===== config.mk =====
export PLATFORM = sky130hd
export DESIGN_NAME = ihex_ctrl
export DESIGN_NICKNAME = d
export VERILOG_FILES = /design/src/rtl/core/ihex_pkg.sv /design/src/rtl/core/ihex_ctrl.sv
export SDC_FILE = /design/constraint.sdc
export NUM_CORES = 1
export LEC_CHECK = 0
export BUFFER_PORTS_ARGS = -buffer_cell sky130_fd_sc_hd__buf_2
export CORE_AREA = 3 3 40 42
export CTS_CLUSTER_SIZE = 14
export DETAILED_ROUTE_END_ITERATION = 10
export DIE_AREA = 0 0 43 45
export SKIP_LAST_GASP = 1
export SYNTH_ARGS = -nofsm -noshare
export SYNTH_HDL_FRONTEND = slang
export SYNTH_SLANG_ARGS = --single-unit

===== constraint.sdc =====
create_clock -name clock -period 1.25 [get_ports clock]
set_input_delay 0.0625 -clock clock [delete_from_list [all_inputs] [get_ports clock]]
set_output_delay 0.0625 -clock clock [all_outputs]
set_load 0.1 [all_outputs]

===== src/rtl/core/ihex_pkg.sv =====
// ----------------------------------------------------------------------------
// ihex_pkg
// Shared types, result codes and character helpers of the hex image loader.
// ----------------------------------------------------------------------------
package ihex_pkg;

   localparam logic [3:0] CODE_OK     = 4'd0;
   localparam logic [3:0] CODE_EMPTY  = 4'd1;
   localparam logic [3:0] CODE_COLON  = 4'd2;
   localparam logic [3:0] CODE_ODD    = 4'd3;
   localparam logic [3:0] CODE_SUM    = 4'd4;
   localparam logic [3:0] CODE_LENGTH = 4'd5;
   localparam logic [3:0] CODE_TYPE   = 4'd6;
   localparam logic [3:0] CODE_RANGE  = 4'd7;
   localparam logic [3:0] CODE_DIGIT  = 4'd8;

   localparam logic [7:0] REC_DATA  = 8'h00;
   localparam logic [7:0] REC_UPPER = 8'h04;
   localparam logic [7:0] REC_START = 8'h05;

   localparam logic [7:0] CHAR_COLON = 8'h3A;
   localparam logic [7:0] CHAR_LF    = 8'h0A;
   localparam logic [7:0] ERASED     = 8'hFF;

   localparam logic [9:0] DIGIT_CAP = 10'd1023;
   localparam logic [9:0] EOF_DIGITS = 10'd10;

   typedef struct packed {
      logic clear_wr;
      logic take_char;
      logic read_img;
      logic rsp_plain;
      logic rsp_read;
      logic eval1;
      logic eval2;
      logic copy_step;
   } dp_cmd_type;

   typedef struct packed {
      logic clear_last;
      logic item_read;
      logic item_eol;
      logic copy_go;
      logic copy_done;
   } dp_status_type;

   // {bad, value}
   function automatic logic [4:0] hex_value(input logic [7:0] c);
      logic [4:0] r;
      r = 5'h10;
      if (c >= 8'h30 && c <= 8'h39) r = {1'b0, c[3:0]};
      else if ((c >= 8'h41 && c <= 8'h46) || (c >= 8'h61 && c <= 8'h66))
         r = {1'b0, c[3:0] + 4'd9};
      return r;
   endfunction

   // character expected at digit position i of the end-of-file record
   function automatic logic [7:0] eof_next_char(input logic [3:0] i);
      logic [7:0] r;
      case (i)
         4'd7:       r = 8'h31;
         4'd8, 4'd9: r = 8'h46;
         default:    r = 8'h30;
      endcase
      return r;
   endfunction

endpackage


===== src/rtl/core/ihex_ctrl.sv =====
// ----------------------------------------------------------------------------
// ihex_ctrl
// Controller: erase pass, item sequencing, line end and record copy steps.
// ----------------------------------------------------------------------------
module ihex_ctrl (
   input  logic                    clock,
   input  logic                    reset,
   input  logic                    req_tvalid,
   output logic                    req_tready,
   output logic                    rsp_tvalid,
   input  logic                    rsp_tready,
   output ihex_pkg::dp_cmd_type    cmd,
   input  ihex_pkg::dp_status_type st
);
   import ihex_pkg::*;

   localparam logic [2:0] S_CLEAR = 3'd0;
   localparam logic [2:0] S_IDLE  = 3'd1;
   localparam logic [2:0] S_READ  = 3'd2;
   localparam logic [2:0] S_EVAL1 = 3'd3;
   localparam logic [2:0] S_EVAL2 = 3'd4;
   localparam logic [2:0] S_COPY  = 3'd5;
   localparam logic [2:0] S_RESP  = 3'd6;

   logic [2:0] state_ff, state_in;

   always_comb begin
      state_in = state_ff;
      cmd      = '0;
      case (state_ff)
         S_CLEAR: begin
            cmd.clear_wr = 1'b1;
            if (st.clear_last) state_in = S_IDLE;
         end
         S_IDLE: begin
            if (req_tvalid) begin
               if (st.item_read) begin
                  cmd.read_img = 1'b1;
                  state_in     = S_READ;
               end else if (st.item_eol) begin
                  state_in = S_EVAL1;
               end else begin
                  cmd.take_char = 1'b1;
                  cmd.rsp_plain = 1'b1;
                  state_in      = S_RESP;
               end
            end
         end
         S_READ: begin
            cmd.rsp_read = 1'b1;
            state_in     = S_RESP;
         end
         S_EVAL1: begin
            cmd.eval1 = 1'b1;
            state_in  = S_EVAL2;
         end
         S_EVAL2: begin
            cmd.eval2 = 1'b1;
            state_in  = st.copy_go ? S_COPY : S_RESP;
         end
         S_COPY: begin
            cmd.copy_step = 1'b1;
            if (st.copy_done) state_in = S_RESP;
         end
         S_RESP: begin
            if (rsp_tready) state_in = S_IDLE;
         end
         default: state_in = S_IDLE;
      endcase
   end

   always_ff @(posedge clock) begin
      if (reset) begin
         state_ff <= S_CLEAR;
      end else begin
         state_ff <= state_in;
      end
   end

   assign req_tready = state_ff == S_IDLE;
   assign rsp_tvalid = state_ff == S_RESP;

`ifndef SYNTH
   a_eval_order: assert property (@(posedge clock) disable iff (reset)
      state_ff == S_EVAL1 |=> state_ff == S_EVAL2)
      else $error("line end evaluation out of order");
   a_copy_exit: assert property (@(posedge clock) disable iff (reset)
      (state_ff == S_COPY && st.copy_done) |=> state_ff == S_RESP)
      else $error("copy did not finish into response");
   a_clear_exit: assert property (@(posedge clock) disable iff (reset)
      (state_ff == S_CLEAR && st.clear_last) |=> state_ff == S_IDLE)
      else $error("erase pass did not end");
   a_one_cmd: assert property (@(posedge clock) disable iff (reset)
      $onehot0({cmd.clear_wr, cmd.read_img, cmd.eval1, cmd.eval2, cmd.copy_step}))
      else $error("conflicting datapath commands");
`endif

endmodule


Yosys cells after proc, flatten, opt, wreduce, memory -nomap -nowiden:

Index checks and enable logic that the tools add are counted.

* register bits: 3

* eq/ne operators: 10
* muxes and demuxes: 18
* reductions and logical operators: 2

Operators with widths (count)
* $mux W3: 8
* $pmux W3 S7: 1
* $eq A3 B3 Y1 const B: 3
* $mux W1: 8
* $eq A3 B2 Y1 const B: 2
* $ne A2 B2 Y1 const B: 3
* $reduce_and A4 Y1: 1
* $eq A3 B1 Y1 const B: 1
* $logic_not A3 Y1: 1
* $mux W2: 1
* $ne A2 B1 Y1 const B: 1

Longest topological paths before layout:

Gate-level depths: netlist (run 1).

* depth in word-level cells: 4
* depth in mapped cells: 5

Least setup slack after synthesis (run 1):

No wires, ideal clock.

* path type: register -> output
* start: reg state_ff[0]
* end: out cmd[6] in the netlist's numbering
* data arrival time: 3.452 ns
* required time: 1.188 ns
* path slack: -2.264 ns
* cell stages (with the launch flop): 6
* cells stage by stage: dfxtp_1 buf_6 nand2_4 or3_4 nor3_1 buf_4

RTL lines
* from (decl): RTL line ihex_ctrl.sv:25 `logic [2:0] state_ff, state_in;`
* from (signal assigned): RTL line ihex_ctrl.sv:76 `state_ff <= state_in;`
* to (decl): RTL line ihex_ctrl.sv:12 `output ihex_pkg::dp_cmd_type cmd,`

==> out/qor.txt, run 1 <==
status: finished, violations left
failing checks: setup timing
smallest hold slack: 21.98 ps
layout cells sized above 1: 0.7460
Most flops, register: state_ff
Final GP Congestion: 0.8038
Cells after Synth: 35
distinct cell type count after synthesis: 24
biggest regs: state_ff (3)
Ys Warns: 0
commonest non-fill, non-tap cells in the layout: buf_12 (10), buf_4 (10), buf_2 (8)
Worst setup SP type: flip-flop
Clock transition at path regs: 30 ps
Max-Cap Viols: 0
Tmin final: 1466 ps
CTS sink cnt: 3
final period utilization: 1.173
CTS buffer count: 3
fin. max-slew vios: 0
Worst R2R Setup Slack: 10 ps
CP max stage cell: or3_4
number of flip-flops under the largest register name: 3
pin count of the biggest net entering global routing: 10
starting density of the core: 0.2201
WS Path Type: flip-flop to output port
WL final: 857 µm
crit-path max FO: 2
number of global-route vias before repair: 343
number of port buffers: 18
CTS max path bufs: 2
Vias/cell: 4.436
CP Capture Point: cmd[4]
Post-Syn Nets: 44
total core area: 1285 µm²
Synth Register Bits: 3
worst-margin pin slew: 254.2 ps
Boundary Pins: 19
fmax: 682.2 MHz
antenna violations before repair: 0
CTS root buf: clkbuf_4
first-pass GRT wire length: 1386 µm
global route total overflow: 0
Pwr Density: 1778 nW/µm²
start point of the critical path: state_ff[0]
Worst Path Arrival: 1400 ps
max incr delay on CP: 350 ps
total power: 1.192 mW
Vias: 346
die area: 1935 µm²
static leakage: 0.2847 nW
Routed Antenna Nets: 0
Pre-antenna DRT Iters: 3
cts hold-fix bufs: 0
Cell Chain, Critical Path: nand2_4 -> or3_4 -> nor3_4 -> buf_12
Required @ worst endpoint: 1190 ps
Clk Latency, worst-skew pair: 230 ps
drt wl/cell: 10.99 µm
clock skew: 0.1317 ps
CTS tree: yes
placed insts: 71
synthesized cell area: 282.8 µm²
area delta synth->final: 137.2%
final hold vios: 0
RR Endpoint: state_ff[1]
Slew Limit Headroom: 0.8300
RSZ-0062 raised after global routing: true
Die Wd: 43 µm
Worst Hold Launch: reset
Final setup viols: 8
R2R depth: 5
row count: 13
DRC: 0
R2R Path Start: state_ff[0]
diode count: 0
Synth Area per Inst: 8.079 µm²
register area share after synthesis: 0.2124
Hold Path Class: input port to flip-flop
Setup crit end kind: output port
Final Instance Count excl. Fillers: 78
Die Ht: 45 µm
GRT Util Overall: 0.09583
Nets: 73
worst vdd ir: 0.0005153 V
H-tree levels: 1
DR iter-0 viols: 5
Final WS setup: -215.9 ps
logic make-up after synthesis:
logic type / after synthesis / synth area share
flip-flops: 3 / 0.2124
AND/OR/NAND/NOR: 22 / 0.5133
AO/OA/AOI/OAI: 5 / 0.1593
buffers and inverters: 5 / 0.1150
power breakdown:
group	switching, mW	leakage [nW]	internal, mW
registers	0.0390	0.0258	0.123
clock network	0.0480	0.0150	0.119
logic	0.522	0.244	0.341
total	0.609	0.285	0.583
what timing repair did:
item,4_1_cts,5_1_grt
resized for setup,5,1
endpoints found under the setup margin,9,10
buffers inserted,1,2
pin swaps,2,1
stage by stage:
stage            util  area (µm²)  setup WS (ps)  TNS [ps]
2_1_floorplan       -       335.3         -765.4     -4027
3_3_place_gp   0.4713       605.6         -16.17    -32.22
3_5_place_dp   0.4713       605.6         -49.91    -99.45
4_1_cts        0.5063       650.6         -234.3     -1016
5_1_grt        0.5219       670.6         -268.3     -1535
6_report       0.5219       670.6         -215.9    -943.7
cell usage after synthesis:
master | count | area, µm²
clkbuf_2 | 1 | 5.000
nor2_1 | 4 | 15.01
nand2_4 | 1 | 11.26
and2_1 | 1 | 6.260
and4_1 | 1 | 8.760
a211o_1 | 1 | 8.760
nor3_1 | 5 | 25.02
nand2b_4 | 1 | 13.76
nor3b_1 | 1 | 7.510
and2b_1 | 1 | 7.510
and4b_1 | 1 | 10.01
nand2b_1 | 1 | 6.260
dfxtp_1 | 3 | 60.06
o21a_1 | 1 | 7.510
nand2_1 | 1 | 3.750
or3_4 | 1 | 11.26
a32oi_1 | 1 | 8.760
buf_6 | 1 | 11.26
buf_2 | 1 | 5.000
nor2b_1 | 3 | 18.77
inv_1 | 1 | 3.750
a21oi_1 | 1 | 5.000
a221oi_2 | 1 | 15.01
buf_4 | 1 | 7.510
critical path: cells and delay by family (launching register included):
family / cells / cell delay [ps]
flip-flops: 1 / 340
AND/OR/NAND/NOR: 3 / 620
buffers and inverters: 1 / 210
how the worst min path moves through the flow:
stage	end	slack (ps)	depth (start not counted)
finish	state_ff[2]	20	2
global route	state_ff[2]	20	2
CTS	state_ff[2]	10	2
detailed placement	state_ff[2]	270	2
global placement	state_ff[2]	270	2
floorplan	state_ff[2]	130	1
metal layers:
metal,global-route usage,share of wire,vias to the layer above
li1,-,-,179
met2,0.1766,0.53,13
met1,0.09903,0.42,154
met5,0,0,-
met3,0.03586,0.047,0
met4,0.03614,0,0
layout make-up:
cell class / count / area (µm²)
timing repair buffer: 28 / 315.3
inverter: 1 / 3.754
sequential: 3 / 63.81
fill: 116 / 614.3
clock buffer: 4 / 26.28
tap: 15 / 18.77
multi-input combinational: 27 / 242.7
No activity file was read; power rests on OpenSTA's default activity.
==> inputs of run 2 (changes only) <==
==> constraint.sdc (replaced) <==
create_clock -name clock -period 1.25 [get_ports clock]
set_input_delay 0.1875 -clock clock [delete_from_list [all_inputs] [get_ports clock]]
set_output_delay 0.1875 -clock clock [all_outputs]
set_load 0.1 [all_outputs]
==> out/qor.txt, run 2 (synthesis gave the netlist of run 1 again) <==
P_sw: 648.9 µW
worst vdd ir: 0.0007479 V
Die Wd: 43 µm
global route total overflow: 0
WS Path Type: flip-flop to output port
Nets: 73
Worst setup SP type: flip-flop
Routed Antenna Nets: 0
Hold Path Class: input port to flip-flop
HPWL after DPL: 694.4 µm
Required @ worst endpoint: 1060 ps
Slew Limit Headroom: 0.8299
clock skew: 3.144 ps
multi-input combinational cell area: 264.0 µm²
DR iter-0 viols: 4
RSZ-0062 raised after global routing: true
first-pass GRT wire length: 1607 µm
number of flip-flops under the largest register name: 3
Vias: 362
static leakage: 0.2887 nW
Clock transition at path regs: 40 ps
Reg area: 66.31 µm²
final period utilization: 1.306
final hold vios: 0
CP max stage cell: dfxtp_2
GRT Util Overall: 0.1159
CTS buffer count: 3
biggest regs: state_ff (3)
Final GP Congestion: 0.8620
M3 GR Usage: 0.03984
crit-path max FO: 2
met1 usage: 0.1259
cts hold-fix bufs: 0
number of port buffers: 18
Clock Power Share: 0.138
switch share: 0.5078
Cell Chain, Critical Path: nand2_4 -> or3_4 -> nor3_4 -> buf_12
commonest non-fill, non-tap cell in the layout: buf_12
Most flops, register: state_ff
drt wl/cell: 11.83 µm
DRC: 0
CTS tree: yes
fmax: 612.7 MHz
antenna violations before repair: 0
WL final: 923 µm
max incr delay on CP: 340 ps
Filler cells: 110
sequential group share of total power: 0.124
Pwr Density: 1798 nW/µm²
met2 Track Usage GR: 0.1946
combinational share of power: 0.738
CTS max path bufs: 2
die area: 1935 µm²
total core area: 1285 µm²
commonest non-fill, non-tap cells in the layout: buf_12 (11), buf_2 (8), buf_4 (8)
worst-margin pin slew: 254.3 ps
Worst Path Arrival: 1440 ps
Max-Cap Viols: 0
Final setup viols: 9
busiest layer in global routing: met2
status: finished, violations left
Tmin final: 1632 ps
fin. max-slew vios: 0
total power: 1.278 mW
Internal: 629.0 µW
Die Ht: 45 µm
Pre-antenna DRT Iters: 4
Final WS setup: -382.2 ps
Vias/cell: 4.641
starting density of the core: 0.2201
failing checks: setup timing
Boundary Pins: 19
smallest hold slack: 137.0 ps
row count: 13
H-tree levels: 1
layout cells sized above 1: 0.7778
number of global-route vias before repair: 382
Setup crit end kind: output port
diode count: 0
Clk Latency, worst-skew pair: 240 ps
CTS sink cnt: 3
pin count of the biggest net entering global routing: 10
area delta synth->final: 151.3%
CTS root buf: clkbuf_4
[run 2: cell counts in the layout (fill, tap and decap cells not counted)]
Identical to the previous run, type by type.
[run 2: stage by stage]
| step | utilization | setup TNS, ps | cells | setup slack [ps] | cell area [µm²] |
|---|---|---|---|---|---|
| 2_1_floorplan | - | -4989 | 35 | -890.4 | 345.3 |
| 3_5_place_dp | 0.4937 | -324.5 | 73 | -156.5 | 634.4 |
| 3_3_place_gp | 0.4937 | -289.9 | 73 | -145.0 | 634.4 |
| 4_1_cts | 0.5482 | -2190 | 78 | -399.0 | 704.4 |
| 5_1_grt | 0.5531 | -2682 | 78 | -418.3 | 710.7 |
| 6_report | 0.5531 | -2064 | 78 | -382.2 | 710.7 |
[run 2: layer usage]
metal | part of all wire | vias to the layer above
li1 | - | 179
met2 | 0.49 | 19
met5 | 0 | -
met3 | 0.087 | 2
met1 | 0.40 | 162
met4 | 0.021 | 0
[run 2: what timing repair did]
item / 4_1_cts / 5_1_grt
pin swaps: 2 / 1
endpoints found under the hold margin: 0 / 0
gates resized for setup: 11 / 1
setup buffers: 1 / 0
endpoints found under the setup margin: 10 / 13
[run 2: power by group through the flow]
stage / registers [mW] / logic [mW] / clock network [mW]
after CTS: 0.159 / 0.939 / 0.181
final: 0.159 / 0.943 / 0.177
after floorplan: 0.132 / 0.580 / 0
after global routing: 0.163 / 0.986 / 0.191
after global placement: 0.154 / 0.862 / 0
after detailed placement: 0.155 / 0.868 / 0
[run 2: worst max-delay path: cells and delay by family, from the launching register on]
| kind | cells | cell delay [ps] |
|---|---|---|
| and+or+nand+nor | 3 | 650 |
| DFF | 1 | 340 |
| buffers and inverters | 1 | 210 |
[run 2: final timing paths]
| path | startpoint | end | slack (ps) | depth (start not counted) |
|---|---|---|---|---|
| hold / removal | reset | state_ff[1] | 140 | 2 |
| setup reg to reg | state_ff[0] | state_ff[1] | 10 | 5 |
| setup / recovery | state_ff[0] | cmd[4] | -380 | 4 |
| hold reg to reg | state_ff[1] | state_ff[2] | 590 | 2 |
[run 2: layout make-up]
type | count | area share
sequential | 3 | 0.09331
timing repair buffer | 28 | 0.4665
tap | 15 | 0.02641
clock buffer | 4 | 0.03697
multi-input combinational | 27 | 0.3715
inverter | 1 | 0.005282
==> inputs of run 3 (changes only) <==
- TNS_END_PERCENT: unset -> 5
==> out/qor.txt, run 3 (synthesis gave the netlist of run 1 again) <==
status: finished, violations left
failing checks: setup timing
Vias/cell: 4.558
Final Cell Area: 636.9 µm²
max incr delay on CP: 340 ps
Worst Path Arrival: 1410 ps
CTS buffer count: 3
Most flops, register: state_ff
Tmin final: 1600 ps
pin count of the biggest net entering global routing: 10
Routed Antenna Nets: 0
Filler cells: 119
commonest non-fill, non-tap cell in the layout: buf_12
CTS tree: yes
worst-margin pin slew: 321.1 ps
number of port buffers: 18
Required @ worst endpoint: 1060 ps
area delta synth->final: 125.2%
worst vdd ir: 0.0006522 V
row count: 13
final period utilization: 1.280
static leakage: 0.2759 nW
CP max stage cell: dfxtp_2
global route total overflow: 0
WS Path Type: flip-flop to output port
die area: 1935 µm²
placed insts: 73
GRT Util Overall: 0.09900
Final Instance Count excl. Fillers: 77
fmax: 624.8 MHz
Final GP Congestion: 0.7653
WL final: 846 µm
drt wl/cell: 10.99 µm
Max-Cap Viols: 0
Die Ht: 45 µm
Pwr Density: 1830 nW/µm²
layout cells sized above 1: 0.6452
first-pass GRT wire length: 1393 µm
Final WS setup: -350.4 ps
Cell Chain, Critical Path: nand2_4 -> or3_4 -> nor3_4 -> buf_12
diode count: 0
Setup TNS: -2399 ps
cts hold-fix bufs: 0
DRC: 0
Final setup viols: 10
starting density of the core: 0.2201
final hold vios: 0
Pre-antenna DRT Iters: 4
Hold Path Class: input port to flip-flop
fin. max-slew vios: 0
commonest non-fill, non-tap cells in the layout: buf_12 (10), buf_4 (9), buf_2 (8)
clock skew: 10.83 ps
Nets: 72
Setup Buffers After CTS: 0
DR iter-0 viols: 5
CTS root buf: clkbuf_4
CTS sink cnt: 3
Clk Latency, worst-skew pair: 250 ps
number of flip-flops under the largest register name: 3
total core area: 1285 µm²
Clock transition at path regs: 50 ps
biggest regs: state_ff (3)
Slew Limit Headroom: 0.7857
Setup crit end kind: output port
Worst setup SP type: flip-flop
Vias: 351
number of global-route vias before repair: 328
H-tree levels: 1
antenna violations before repair: 0
Die Wd: 43 µm
HPWL after DPL: 666.4 µm
Area after DPL: 609.3 µm²
CTS max path bufs: 2
Boundary Pins: 19
crit-path max FO: 2
smallest hold slack: 142.6 ps
RSZ-0062 raised after global routing: true
-- run 3: power breakdown --
group / switching, mW / internal [mW]
sequential: 0.0359 / 0.119
clock: 0.0627 / 0.120
combinational: 0.502 / 0.325
total: 0.600 / 0.565
-- run 3: worst max-delay path: cells and delay by family (launching register included) --
kind / cells / cell delay, ps
simple gates: 3 / 600
buf+inv: 1 / 210
flops: 1 / 340
-- run 3: cell type report --
class,count,area [µm²],share of cell area
sequential,3,61.31,0.09627
timing repair buffer,27,307.8,0.4833
clock buffer,4,26.28,0.04126
multi-input combinational,27,219.0,0.3438
inverter,1,3.754,0.005894
tap,15,18.77,0.02947
-- run 3: what timing repair did --
| item | CTS | global route |
|---|---|---|
| pin swaps | 1 | 0 |
| endpoints found under the setup margin | 11 | 11 |
| resized for setup | 1 | 0 |
-- run 3: final timing paths --
| check | slack [ps] | to | start | cells after the start |
|---|---|---|---|---|
| setup reg to reg | 40 | state_ff[1] | state_ff[0] | 5 |
| hold reg to reg | 670 | state_ff[0] | state_ff[0] | 3 |
| hold / removal | 140 | state_ff[2] | reset | 2 |
| setup / recovery | -350 | cmd[4] | state_ff[0] | 4 |
-- run 3: metrics by stage --
step / setup WS (ps) / power, mW / util
after CTS: -361.2 / 1.175 / 0.4956
after detailed placement: -198.2 / 0.9853 / 0.4742
final: -350.4 / 1.165 / 0.4956
after global placement: -178.8 / 0.9823 / 0.4742
after floorplan: -898.3 / 0.6882 / -
after global routing: -408.2 / 1.222 / 0.4956
-- run 3: metal layers --
metal | wire length (µm) | global-route usage | vias to the layer above
met1 | 351 | 0.1226 | 153
met2 | 417 | 0.1497 | 19
li1 | - | - | 177
met4 | 7 | 0.03614 | 0
met5 | 0 | 0 | -
met3 | 70 | 0.04781 | 2
